===== src/iwwc_pkg.sv =====
// Shared types and constants of the intensity-weighted window centroid.
// Payload structs, controller command/status structs and register indexes.
// No dependencies.
package iwwc_pkg;

    localparam int PIX_W = 8;
    localparam int REG_W = 13;
    localparam int OUT_W = 12;
    localparam int SUM_W = 32;
    localparam int MOM_W = 44;
    // Divider numerator 2*m + s and denominator 2*s
    localparam int NUM_W = MOM_W + 2;
    localparam int DEN_W = SUM_W + 1;
    localparam int Q_STEPS = OUT_W;
    localparam int STEP_W = $clog2(Q_STEPS);
    localparam int CFG_IDX_W = 3;

    localparam logic [CFG_IDX_W-1:0] CFG_WIN_LEFT    = 3'd0;
    localparam logic [CFG_IDX_W-1:0] CFG_WIN_TOP     = 3'd1;
    localparam logic [CFG_IDX_W-1:0] CFG_WIN_RIGHT   = 3'd2;
    localparam logic [CFG_IDX_W-1:0] CFG_WIN_BOTTOM  = 3'd3;
    localparam logic [CFG_IDX_W-1:0] CFG_IMAGE_WIDTH = 3'd4;

    localparam logic [REG_W-1:0] IMAGE_WIDTH_RESET = 13'd4096;

    typedef struct packed {
        logic [PIX_W-1:0] pixel;
        logic             frame_end;
    } pix_in_t;

    typedef struct packed {
        logic [OUT_W-1:0] center_x;
        logic [OUT_W-1:0] center_y;
        logic             empty_res;
    } cent_out_t;

    typedef struct packed {
        logic accept;    // pixel taken this cycle
        logic div_load;  // frame end taken: snapshot sums into dividers
        logic div_step;  // one quotient bit
        logic out_load;  // move result into output register
    } ctrl_cmd_t;

    typedef struct packed {
        logic out_free;  // output register empty or being drained
    } dp_stat_t;

endpackage


===== src/iwwc_div.sv =====
// Restoring divider, one quotient bit per step, saturating at the output width.
// Computes floor(num / den) clipped to all ones. Uses iwwc_pkg.
module iwwc_div (
    input  logic                           aclk,
    input  logic                           load,
    input  logic                           step,
    input  logic [iwwc_pkg::NUM_W-1:0]     num,
    input  logic [iwwc_pkg::DEN_W-1:0]     den,
    output logic [iwwc_pkg::OUT_W-1:0]     quot
);

    logic [iwwc_pkg::NUM_W-1:0] rem_reg, rem_next;
    logic [iwwc_pkg::NUM_W-1:0] dsh_reg, dsh_next;
    logic [iwwc_pkg::OUT_W-1:0] q_reg, q_next;
    logic                       ovf_reg, ovf_next;
    logic                       fits;

    assign fits = rem_reg >= dsh_reg;

    always_comb begin
        rem_next = rem_reg;
        dsh_next = dsh_reg;
        q_next   = q_reg;
        ovf_next = ovf_reg;
        if (load) begin
            rem_next = num;
            dsh_next = iwwc_pkg::NUM_W'(den) << (iwwc_pkg::Q_STEPS - 1);
            q_next   = '0;
            // quotient too large for the output: clip
            ovf_next = num >= (iwwc_pkg::NUM_W'(den) << iwwc_pkg::Q_STEPS);
        end else if (step) begin
            if (fits) begin
                rem_next = rem_reg - dsh_reg;
            end
            q_next   = {q_reg[iwwc_pkg::OUT_W-2:0], fits};
            dsh_next = dsh_reg >> 1;
        end
    end

    always_ff @(posedge aclk) begin
        rem_reg <= rem_next;
        dsh_reg <= dsh_next;
        q_reg   <= q_next;
        ovf_reg <= ovf_next;
    end

    assign quot = ovf_reg ? '1 : q_reg;

endmodule


===== src/iwwc_ctrl.sv =====
// Controller of the centroid block: accumulate, divide, hand over result.
// Drives the datapath through iwwc_pkg::ctrl_cmd_t. Uses iwwc_pkg.
module iwwc_ctrl (
    input  logic                  aclk,
    input  logic                  aresetn,
    input  logic                  s_valid,
    input  logic                  frame_end,
    output logic                  s_ready,
    input  iwwc_pkg::dp_stat_t    stat,
    output iwwc_pkg::ctrl_cmd_t   cmd
);

    localparam logic [1:0] ST_ACC  = 2'd0;
    localparam logic [1:0] ST_DIV  = 2'd1;
    localparam logic [1:0] ST_DONE = 2'd2;

    localparam logic [iwwc_pkg::STEP_W-1:0] LAST_STEP =
        iwwc_pkg::STEP_W'(iwwc_pkg::Q_STEPS - 1);

    logic [1:0]                  state_reg, state_next;
    logic [iwwc_pkg::STEP_W-1:0] step_reg, step_next;

    always_comb begin
        state_next   = state_reg;
        step_next    = step_reg;
        s_ready      = 1'b0;
        cmd          = '0;
        case (state_reg)
            ST_ACC: begin
                s_ready      = 1'b1;
                cmd.accept   = s_valid;
                cmd.div_load = s_valid && frame_end;
                if (s_valid && frame_end) begin
                    state_next = ST_DIV;
                    step_next  = '0;
                end
            end
            ST_DIV: begin
                cmd.div_step = 1'b1;
                step_next    = step_reg + 1'b1;
                if (step_reg == LAST_STEP) begin
                    state_next = ST_DONE;
                end
            end
            ST_DONE: begin
                // hold until the output register can take the result
                if (stat.out_free) begin
                    cmd.out_load = 1'b1;
                    state_next   = ST_ACC;
                end
            end
            default: begin
                state_next = ST_ACC;
            end
        endcase
    end

    always_ff @(posedge aclk) begin
        if (!aresetn) begin
            state_reg <= ST_ACC;
            step_reg  <= '0;
        end else begin
            state_reg <= state_next;
            step_reg  <= step_next;
        end
    end

    a_last_step_done: assert property (@(posedge aclk) disable iff (!aresetn)
        (state_reg == ST_DIV && step_reg == LAST_STEP) |=> (state_reg == ST_DONE))
        else $error("divider did not finish after the last step");

    a_no_accept_in_div: assert property (@(posedge aclk) disable iff (!aresetn)
        cmd.div_step |-> (!s_ready && !cmd.accept))
        else $error("pixel taken while dividing");

    a_load_returns: assert property (@(posedge aclk) disable iff (!aresetn)
        cmd.out_load |=> (state_reg == ST_ACC && s_ready))
        else $error("no return to accumulation after result");

endmodule


===== src/iwwc_dp.sv =====
// Datapath of the centroid block: configuration registers, raster counters,
// window moments, two dividers and the output register. Uses iwwc_pkg, iwwc_div.
module iwwc_dp #(
    parameter int MAX_DIM = 4096
) (
    input  logic                            aclk,
    input  logic                            aresetn,
    input  logic                            cfg_we,
    input  logic [iwwc_pkg::CFG_IDX_W-1:0]  cfg_index,
    input  logic [iwwc_pkg::REG_W-1:0]      cfg_data,
    input  iwwc_pkg::pix_in_t               s_data,
    output iwwc_pkg::cent_out_t             m_data,
    output logic                            m_valid,
    input  logic                            m_ready,
    input  iwwc_pkg::ctrl_cmd_t             cmd,
    output iwwc_pkg::dp_stat_t              stat
);

    localparam int CNT_W = $clog2(MAX_DIM);
    localparam int CMP_W = (CNT_W + 1 > iwwc_pkg::REG_W) ? CNT_W + 1 : iwwc_pkg::REG_W;
    localparam int PRD_W = CNT_W + iwwc_pkg::PIX_W;
    localparam logic [CMP_W-1:0] DIM_C   = CMP_W'(MAX_DIM);
    localparam logic [CNT_W-1:0] ROW_TOP = CNT_W'(MAX_DIM - 1);

    logic [iwwc_pkg::REG_W-1:0] win_left_reg, win_top_reg, win_right_reg, win_bottom_reg;
    logic [iwwc_pkg::REG_W-1:0] img_width_reg;

    logic [CNT_W-1:0]           col_reg, col_next, row_reg, row_next;
    logic [iwwc_pkg::SUM_W-1:0] sum_reg, sum_next, sum_add;
    logic [iwwc_pkg::MOM_W-1:0] xm_reg, xm_next, xm_add;
    logic [iwwc_pkg::MOM_W-1:0] ym_reg, ym_next, ym_add;

    logic [CMP_W-1:0] width_ext, width_eff, col_ext, row_ext;
    logic             in_win, col_last;
    logic [PRD_W-1:0] x_prod, y_prod;

    logic [iwwc_pkg::NUM_W-1:0] x_num, y_num;
    logic [iwwc_pkg::DEN_W-1:0] den;
    logic [iwwc_pkg::OUT_W-1:0] qx, qy;
    logic                       empty_reg;

    logic [iwwc_pkg::REG_W:0]   cx_sum, cy_sum;
    logic [iwwc_pkg::OUT_W-1:0] cx_sat, cy_sat;

    logic                 m_valid_reg, m_valid_next;
    iwwc_pkg::cent_out_t  m_data_reg;

    // Configuration
    always_ff @(posedge aclk) begin
        if (!aresetn) begin
            win_left_reg   <= '0;
            win_top_reg    <= '0;
            win_right_reg  <= '0;
            win_bottom_reg <= '0;
            img_width_reg  <= iwwc_pkg::IMAGE_WIDTH_RESET;
        end else if (cfg_we) begin
            case (cfg_index)
                iwwc_pkg::CFG_WIN_LEFT:    win_left_reg   <= cfg_data;
                iwwc_pkg::CFG_WIN_TOP:     win_top_reg    <= cfg_data;
                iwwc_pkg::CFG_WIN_RIGHT:   win_right_reg  <= cfg_data;
                iwwc_pkg::CFG_WIN_BOTTOM:  win_bottom_reg <= cfg_data;
                iwwc_pkg::CFG_IMAGE_WIDTH: img_width_reg  <= cfg_data;
                default: ;
            endcase
        end
    end

    // Raster position and window test
    always_comb begin
        width_ext = CMP_W'(img_width_reg);
        width_eff = (img_width_reg == '0 || width_ext > DIM_C) ? DIM_C : width_ext;
        col_ext   = CMP_W'(col_reg);
        row_ext   = CMP_W'(row_reg);
        in_win    = col_ext >= CMP_W'(win_left_reg) && col_ext < CMP_W'(win_right_reg) &&
                    row_ext >= CMP_W'(win_top_reg)  && row_ext < CMP_W'(win_bottom_reg);
        col_last  = CMP_W'(col_ext + CMP_W'(1)) >= width_eff;
        x_prod    = PRD_W'(col_reg) * PRD_W'(s_data.pixel);
        y_prod    = PRD_W'(row_reg) * PRD_W'(s_data.pixel);
        sum_add   = in_win ? sum_reg + iwwc_pkg::SUM_W'(s_data.pixel) : sum_reg;
        xm_add    = in_win ? xm_reg + iwwc_pkg::MOM_W'(x_prod) : xm_reg;
        ym_add    = in_win ? ym_reg + iwwc_pkg::MOM_W'(y_prod) : ym_reg;
    end

    always_comb begin
        col_next = col_reg;
        row_next = row_reg;
        sum_next = sum_reg;
        xm_next  = xm_reg;
        ym_next  = ym_reg;
        if (cmd.accept) begin
            if (s_data.frame_end) begin
                // frame done: sums go to the dividers, start the next frame clean
                col_next = '0;
                row_next = '0;
                sum_next = '0;
                xm_next  = '0;
                ym_next  = '0;
            end else begin
                sum_next = sum_add;
                xm_next  = xm_add;
                ym_next  = ym_add;
                if (col_last) begin
                    col_next = '0;
                    row_next = (row_reg == ROW_TOP) ? '0 : row_reg + 1'b1;
                end else begin
                    col_next = col_reg + 1'b1;
                end
            end
        end
    end

    always_ff @(posedge aclk) begin
        if (!aresetn) begin
            col_reg <= '0;
            row_reg <= '0;
            sum_reg <= '0;
            xm_reg  <= '0;
            ym_reg  <= '0;
        end else begin
            col_reg <= col_next;
            row_reg <= row_next;
            sum_reg <= sum_next;
            xm_reg  <= xm_next;
            ym_reg  <= ym_next;
        end
    end

    // Rounded half up: floor((2m + s) / 2s)
    assign x_num = iwwc_pkg::NUM_W'({xm_add, 1'b0}) + iwwc_pkg::NUM_W'(sum_add);
    assign y_num = iwwc_pkg::NUM_W'({ym_add, 1'b0}) + iwwc_pkg::NUM_W'(sum_add);
    assign den   = {sum_add, 1'b0};

    always_ff @(posedge aclk) begin
        if (cmd.div_load) begin
            empty_reg <= (sum_add == '0);
        end
    end

    iwwc_div u_div_x (
        .aclk (aclk),
        .load (cmd.div_load),
        .step (cmd.div_step),
        .num  (x_num),
        .den  (den),
        .quot (qx)
    );

    iwwc_div u_div_y (
        .aclk (aclk),
        .load (cmd.div_load),
        .step (cmd.div_step),
        .num  (y_num),
        .den  (den),
        .quot (qy)
    );

    // Window centre for an empty frame, truncated and clipped
    always_comb begin
        cx_sum = {1'b0, win_left_reg} + {1'b0, win_right_reg};
        cy_sum = {1'b0, win_top_reg}  + {1'b0, win_bottom_reg};
        cx_sat = cx_sum[iwwc_pkg::REG_W] ? '1 : cx_sum[iwwc_pkg::OUT_W:1];
        cy_sat = cy_sum[iwwc_pkg::REG_W] ? '1 : cy_sum[iwwc_pkg::OUT_W:1];
    end

    // Output register
    assign stat.out_free = !m_valid_reg || m_ready;

    always_comb begin
        m_valid_next = m_valid_reg;
        if (cmd.out_load) begin
            m_valid_next = 1'b1;
        end else if (m_ready) begin
            m_valid_next = 1'b0;
        end
    end

    always_ff @(posedge aclk) begin
        if (!aresetn) begin
            m_valid_reg <= 1'b0;
        end else begin
            m_valid_reg <= m_valid_next;
        end
    end

    always_ff @(posedge aclk) begin
        if (cmd.out_load) begin
            m_data_reg.center_x  <= empty_reg ? cx_sat : qx;
            m_data_reg.center_y  <= empty_reg ? cy_sat : qy;
            m_data_reg.empty_res <= empty_reg;
        end
    end

    assign m_valid = m_valid_reg;
    assign m_data  = m_data_reg;

    a_no_overwrite: assert property (@(posedge aclk) disable iff (!aresetn)
        cmd.out_load |-> (!m_valid_reg || m_ready))
        else $error("result register overwritten before it was taken");

    a_frame_clear: assert property (@(posedge aclk) disable iff (!aresetn)
        (cmd.accept && s_data.frame_end) |=>
            (sum_reg == '0 && xm_reg == '0 && ym_reg == '0 && col_reg == '0 && row_reg == '0))
        else $error("frame state not cleared after frame end");

endmodule


===== src/intensity_weighted_window_centroid_top.sv =====
// Top level of the intensity-weighted window centroid.
// Joins iwwc_ctrl and iwwc_dp. Uses iwwc_pkg.
//
// Usage:
//   s_ channel: one 8-bit pixel per item in raster order; frame_end marks the
//   last pixel of a frame. m_ channel: one centroid item per frame.
//   cfg_ channel: register index and 13-bit data (0 win_left, 1 win_top,
//   2 win_right, 3 win_bottom, 4 image_width); always ready, write only
//   while no frame is in flight.
// Throughput: one pixel per cycle inside a frame. After a frame_end item
//   s_ready stays low while the two bit-serial dividers work (one
//   quotient bit each per cycle) and while the result is loaded. It stays
//   low longer while the previous result still waits in the output register.
// The result enters the output register when the dividers have finished.
// The output register holds the result until m_ready; pixels of the next
//   frame are taken meanwhile.
// Reset (aresetn low, synchronous): window bounds 0, image_width 4096,
//   counters and sums cleared, no result pending.
module intensity_weighted_window_centroid_top #(
    parameter int MAX_DIM = 4096
) (
    input  logic                            aclk,
    input  logic                            aresetn,
    input  logic                            s_valid,
    output logic                            s_ready,
    input  iwwc_pkg::pix_in_t               s_data,
    output logic                            m_valid,
    input  logic                            m_ready,
    output iwwc_pkg::cent_out_t             m_data,
    input  logic                            cfg_valid,
    output logic                            cfg_ready,
    input  logic [iwwc_pkg::CFG_IDX_W-1:0]  cfg_index,
    input  logic [iwwc_pkg::REG_W-1:0]      cfg_data
);

    iwwc_pkg::ctrl_cmd_t cmd;
    iwwc_pkg::dp_stat_t  stat;

    assign cfg_ready = 1'b1;

    iwwc_ctrl u_ctrl (
        .aclk      (aclk),
        .aresetn   (aresetn),
        .s_valid   (s_valid),
        .frame_end (s_data.frame_end),
        .s_ready   (s_ready),
        .stat      (stat),
        .cmd       (cmd)
    );

    iwwc_dp #(
        .MAX_DIM (MAX_DIM)
    ) u_dp (
        .aclk      (aclk),
        .aresetn   (aresetn),
        .cfg_we    (cfg_valid && cfg_ready),
        .cfg_index (cfg_index),
        .cfg_data  (cfg_data),
        .s_data    (s_data),
        .m_data    (m_data),
        .m_valid   (m_valid),
        .m_ready   (m_ready),
        .cmd       (cmd),
        .stat      (stat)
    );

endmodule

===== config.mk =====
export PLATFORM = sky130hd
export DESIGN_NAME = intensity_weighted_window_centroid_top
export DESIGN_NICKNAME = d
export VERILOG_FILES = /design/src/iwwc_pkg.sv /design/src/iwwc_div.sv /design/src/iwwc_ctrl.sv /design/src/iwwc_dp.sv /design/src/intensity_weighted_window_centroid_top.sv
export SDC_FILE = /design/constraint.sdc
export NUM_CORES = 2
export LEC_CHECK = 0
export ABC_AREA = 1
export BUFFER_PORTS_ARGS = -buffer_cell sky130_fd_sc_hd__buf_4
export CORE_MARGIN = 1
export CORE_UTILIZATION = 50
export DETAILED_ROUTE_END_ITERATION = 6
export PLACE_DENSITY_LB_ADDON = 0.05
export SYNTH_ARGS = -nofsm -noshare
export SYNTH_HDL_FRONTEND = slang
export SYNTH_HIERARCHICAL = 1
export SYNTH_SLANG_ARGS = --single-unit

===== constraint.sdc =====
create_clock -name aclk -period 9.35 [get_ports aclk]
set_input_delay 0.935 -clock aclk [delete_from_list [all_inputs] [get_ports aclk]]
set_output_delay 0.935 -clock aclk [all_outputs]
set_load 0.005 [all_outputs]

[Word-level counts from Yosys, hierarchy flattened]
Index checks and enable logic that the tools add are counted.
Storage, ports and cells
  register bits: 448
  bits of input ports: 30
  output and inout port bits: 28
  word-level logic and storage cells: 131
Cells by class
  add/sub/neg operators: 13
  multipliers: 2
  $lt $le $gt $ge: 10
  equality and inequality tests: 11
  muxes and demuxes: 41
  reduce and logical (&&, ||, !) cells: 27
Operator list (count)
  two-way mux 44 bit: 8
  two-way mux 46 bit: 6
  two-way mux 12 bit: 11
  adder 45 x 32 -> 46 bit: 2
  greater-or-equal comparator 46 x 44 -> 1 bit: 2
  greater-or-equal comparator 46 x 45 -> 1 bit: 2
  subtractor 46 x 44 -> 46 bit: 2
  adder 44 x 20 -> 44 bit: 2
  two-way mux 32 bit: 2
  multiplier 12 x 8 -> 20 bit: 2
  adder 32 x 8 -> 32 bit: 1
  zero test 32 bit: 1
  adder 13 x 13 -> 14 bit: 2
  greater-or-equal comparator 12 x 13 -> 1 bit: 2
  < comparator 12 x 13 -> 1 bit: 2
  adder 12 x 1 -> 12 bit (second input constant): 2
  AND reduction 2 bit: 9
  adder 12 x 1 -> 13 bit (second input constant): 1
  greater-or-equal comparator 13 bit: 1
  > comparator 13 bit (second input constant): 1
  zero test 13 bit: 1
  two-way mux 13 bit: 1
  equality test 12 bit (second input constant): 1
  nonzero test 2 bit: 6
  20 further kinds: 34

[Longest topological paths before layout]
  depth in word-level cells: 7
  mapped depth: 45
  mapped depth without buffers: 44

[Modules after synthesis]
Netlist, hierarchy kept.
By module, submodules not included
  iwwc_dp: instances 1, cells each 4501, area each 28377.2 µm², seq. area each 4984.8 µm²
  iwwc_div (u_dp.u_div_y): instances 1, cells each 1357, area each 9001.1 µm², seq. area each 2862.7 µm²
  iwwc_div (u_dp.u_div_x): instances 1, cells each 1366, area each 8947.3 µm², seq. area each 2862.7 µm²
  iwwc_ctrl: instances 1, cells each 46, area each 314.1 µm², seq. area each 120.1 µm²
  intensity_weighted_window_centroid_top: instances 1, cells each 2, area each 11.3 µm², seq. area each 0.0 µm²

[Worst setup path after synthesis]
OpenSTA, ideal clock, no wires.
  path kind: input-to-reg
  start: input port s_data[5] (netlist name)
  end: register u_dp.u_div_y.ovf_reg, data pin
  setup time: 137 ps
  data arrival time: 7426 ps
  required time: 9213 ps
  slack: 1787 ps
  cell stages on the path: 35
  buffers on the path: 1
  path through: clkbuf_1 nand2_1 fa_1 inv_1 fa_1 fa_1 inv_1 fa_1 inv_1 ha_1 nand2_1 nor2_1 inv_1 or2_2 nand3_1 xnor2_1 o21ai_1 ha_1 nand2_1 nor2_1 nand4_1 o21ai_0 a21boi_0 o21ai_1 nand3_1 nand2_1 nand3_1 nand2_1 inv_1 ha_1 nand2_1 nor4_1 nor2b_1 o2111ai_1 nand4_1
Between the ends
  cells in the longest elaborated chain, start to end: 5
  elaborated cells between the ends (all ways): 7
  classes of those cells: add/sub: 3; mul: 1; order compare: 1; mux: 2
Ends and longest elaborated chain
  from (decl): line intensity_weighted_window_centroid_top.sv:26  | input iwwc_pkg::pix_in_t s_data,
  multiplier 12 x 8 -> 20 bit: line iwwc_dp.sv:78  | y_prod = PRD_W'(row_reg) * PRD_W'(s_data.pixel);
  adder 44 x 20 -> 44 bit: line iwwc_dp.sv:81  | ym_add = in_win ? ym_reg + iwwc_pkg::MOM_W'(y_prod) : ym_reg;
  two-way mux 44 bit: line iwwc_dp.sv:81
  adder 45 x 32 -> 46 bit *: line iwwc_dp.sv:130  | assign y_num = iwwc_pkg::NUM_W'({ym_add, 1'b0}) + iwwc_pkg::NUM_W'(sum_add);
  named net u_dp.y_num, one bit: line iwwc_dp.sv:37  | logic [iwwc_pkg::NUM_W-1:0] x_num, y_num;
  greater-or-equal comparator 46 x 45 -> 1 bit *: line iwwc_div.sv:30  | ovf_next = num >= (iwwc_pkg::NUM_W'(den) << iwwc_pkg::Q_STEPS);
  to (signal assigned): line iwwc_div.sv:44  | ovf_reg <= ovf_next;
  to (decl): line iwwc_div.sv:15  | logic ovf_reg, ovf_next;
The timed path passes the listed nets; every way through them passes the cells marked *.
A chain may end at the register's enable or synchronous reset.

[Final worst setup path]
  start: register u_dp.col_reg[5]
  end: register u_dp.u_div_x.ovf_reg, data pin
Between the ends
  cells in the longest elaborated chain, start to end: 7
  elaborated cells between the ends (all ways): 11
  classes of those cells: add/sub: 2; mul: 1; order compare: 3; mux: 2; reduce/logical: 3
Ends and longest elaborated chain
  from (decl): line iwwc_dp.sv:28  | logic [CNT_W-1:0] col_reg, col_next, row_reg, row_next;
  from (signal assigned): line iwwc_dp.sv:120  | col_reg <= col_next;
  branches (longest 5 deep; another with adder 44 x 20 -> 44 bit)
  adder 45 x 32 -> 46 bit *: line iwwc_dp.sv:129  | assign x_num = iwwc_pkg::NUM_W'({xm_add, 1'b0}) + iwwc_pkg::NUM_W'(sum_add);
  named net u_dp.x_num, one bit: line iwwc_dp.sv:37
  greater-or-equal comparator 46 x 45 -> 1 bit *: line iwwc_div.sv:30
  to (signal assigned): line iwwc_div.sv:44
  to (decl): line iwwc_div.sv:15
Mark *: on every way through the listed nets, which the timed path passes.

==> results.json <==
{
  "yosys.area_share.adder_pct": 17.7,
  "htree_levels": 2,
  "fin_nets": 7840,
  "criticalPathCategory": "reg2reg",
  "finalHoldViolCount": 0,
  "final_core_util_pct": 54.4,
  "cts.sinks": 448,
  "cts_resized": 0,
  "start_kind": "flop",
  "cts_tree": "done",
  "grt_pass1_wl_um": 242000,
  "design.core.area_sq_um": 92100,
  "ios": 58,
  "ys_types": 59,
  "root_buffer": "clkbuf_16",
  "die_w_um": 307,
  "core.rowCount": 111,
  "drive_above_1_share_pct": 5.20,
  "p_leak_nw": 26.0,
  "routed_wl_um": 156000,
  "power.internal_mw": 4.90,
  "seq_power_share_pct": 27.5,
  "worstSetupEndpointType": "flop",
  "wl_per_cell_um": 18.3,
  "fin_crit_sh_pct": 92.1,
  "netlist_instances": 7272,
  "ant_nets": 0,
  "viasPerCell": 5.28,
  "num_vias": 45000,
  "p_clk_share_pct": 26.5,
  "synth-simple-area-share_pct": 30.7,
  "yosys.area_share.xor_xnor_pct": 3.91,
  "place_congestion": 0.999,
  "fmax_ghz": 0.116,
  "comb_power_share_pct": 46.0,
  "drt-initial-drc-count": 4048,
  "clk_pin_slew_worst_paths_ns": 0.06,
  "synthTopCellsByArea": "nand2_1 19%, edfxtp_1 12%, inv_1 12%",
  "arrival_ns": 9.15,
  "cts_setup_buffers": 0,
  "setup_tns_ns": 0,
  "cpMaxStageDelayCell": "dfxtp_1",
  "synth_mux_area_share_pct": 0.0215,
  "clock-skew-final_ns": 0.0381,
  "switching_share_pct": 43.8,
  "layout_commonest_cell": "nand2_1",
  "crit_required_ns": 9.89,
  "path_buf_inv": 3,
  "cp_max_fo": 14,
  "peakVddDrop_v": 0.000144,
  "synth_area_sq_um": 46700,
  "rsz0062_at_grt": "false",
  "synth_top_cell_by_area": "nand2_1",
  "ys_seq_area_share_pct": 23.2,
  "grtUsageTotal_pct": 33.0,
  "layout_common_cells": "2379 x nand2_1, 1442 x inv_1, 454 x nor2_1, 450 x a21oi_1, 400 x ha_1",
  "status": "complete, no violations",
  "drt_pre_antenna_iters": 6,
  "synth-edff-count": 186,
  "ys_ff_latch": 448,
  "clk_latency_ns": 0.68,
  "initial_utilization_pct": 50.7,
  "area_growth_pct": 7.41,
  "hold_class": "reg2reg",
  "post-route-min-period_ns": 8.61,
  "grt_pass1_vias": 42000,
  "synth_top_area_share_pct": 19.2,
  "hpwl_um": 126000,
  "cts_buffer_depth": 3,
  "port-buffer-count": 56,
  "cts_buffers": 57,
  "fillers": 9489,
  "maxCapViolCount": 0,
  "syn_avg_cell_area_sq_um": 6.42,
  "drv_slew": 0,
  "relSlewSlack_pct": 28.0,
  "drcViolationCount": 0,
  "num_antenna_cells": 0,
  "cp_top_family": "adder cells",
  "synth_warnings": 6,
  "cpMostUsedCell": "nand2_1",
  "setup_violations": 0,
  "grt_antenna_before_repair": 0,
  "synthArstFlopShare_pct": 0,
  "grt-ovfl-total": 0,
  "synth_compound_area_share_pct": 10.8,
  "power_density_nw_per_um2": 174,
  "synth_top_family_by_area": "simple AND/OR/NAND/NOR gates",
  "die_y_um": 307,
  "fp.dieArea_sq_um": 94500,
  "cts_hold_buf": 0,
  "power.switching_mw": 3.81,
  "max_slew.worst_pin.slew_ns": 1.08,
  "slowest_delay_ns": 0.83,
  "grt_max_degree": 82,
  "yosys_most_used_dff": "dfxtp_1"
}
[final timing paths]
check / from / endpoint / slack (ns) / cells past startpoint
worst max-delay path: u_dp/col_reg[5] / u_dp/u_div_x/ovf_reg / 0.74 / 35
worst min-delay path: u_dp/u_div_x/q_reg[0] / u_dp/u_div_x/q_reg[0] / 0.46 / 2
worst max register to register: u_dp/col_reg[5] / u_dp/u_div_x/ovf_reg / 0.74 / 35
worst min register to register: u_dp/u_div_x/q_reg[0] / u_dp/u_div_x/q_reg[0] / 0.46 / 2
[tightest hold or removal path: stages (launching register included)]
cell and delay [ns]:
dfxtp_1 0.31, nand2_1 0.06, nand2_1 0.05
[per-layer routing]
metal,vias to the layer above,track usage [%],share of wire (%)
met5,-,0,0
met4,0,9.04,2.9
met3,212,4.62,6.8
met2,1310,51.7,43
met1,20900,47.2,47
li1,22600,-,-
[logic make-up (layout without fill, tap and decap cells)]
family | after synthesis | after routing
buf+inv | 1669 | 1688
flops | 448 | 448
fa+ha+maj | 563 | 563
simple gates | 3448 | 3448
mux | 1 | 1
xor+xnor | 208 | 208
other cells | 2 | 5
compound gates | 933 | 933
[per-stage QoR]
stage                     total power [mW]  area [sq um]  hold WS, ns  setup WS [ns]  instances
after floorplan                       5.17         46700        0.426           1.79       7275
after global placement                6.33         48200        0.442          0.548       8431
after global routing                  9.27         50100        0.489          0.255       8537
after detailed placement              6.36         48200        0.455          0.491       8431
final                                 8.71         50100        0.463          0.740       8537
after CTS                             8.70         50100        0.464          0.894       8537
[power groups by stage]
stage               Combinational, mW  Clock [mW]  Sequential, mW
floorplan                        2.77           0            2.40
global placement                 3.90           0            2.43
detailed placement               3.93           0            2.43
CTS                              3.94        2.36            2.39
global route                     4.44        2.42            2.41
finish                           4.00        2.31            2.39
[synthesized netlist by cell type (3+ instances only)]
| cell type | number |
|---|---|
| buf_4 | 6 |
| nor2_2 | 47 |
| dfxtp_1 | 262 |
| and2_1 | 4 |
| a21boi_0 | 10 |
| ha_1 | 400 |
| nand3b_1 | 17 |
| nor2_4 | 12 |
| clkbuf_1 | 146 |
| nor2_1 | 455 |
| buf_1 | 5 |
| nor3_1 | 44 |
| a21o_1 | 4 |
| or2_2 | 15 |
| o21bai_1 | 10 |
| o221ai_1 | 3 |
| clkinv_1 | 3 |
| nand2_2 | 33 |
| o22ai_1 | 104 |
| a211oi_1 | 9 |
| xor2_1 | 106 |
| buf_2 | 16 |
| inv_2 | 38 |
| or2_1 | 7 |
| nand2_1 | 2381 |
| nand4_1 | 79 |
| o2111ai_1 | 4 |
| edfxtp_1 | 186 |
| a21oi_1 | 450 |
| fa_1 | 163 |
| nand3_1 | 281 |
| o21ai_0 | 219 |
| nor4_1 | 27 |
| o21ai_1 | 60 |
| a21boi_1 | 3 |
| buf_6 | 8 |
| xnor2_1 | 102 |
| a31oi_1 | 30 |
| inv_1 | 1446 |
| o21a_1 | 14 |
| nand3_2 | 25 |
| o211ai_1 | 5 |
| nor3_2 | 11 |
[final cells by class]
type | count | area (sq um) | area share [%]
repair buffers | 94 | 706 | 1.41
well taps | 1243 | 1560 | 3.10
inverters | 1488 | 5600 | 11.2
clock inverters | 28 | 343 | 0.684
multi-input cells | 5158 | 29500 | 58.8
flip-flops and latches | 448 | 10800 | 21.6
clock buffers | 78 | 1600 | 3.19
Note: power is estimated with default switching activity, not from simulation.
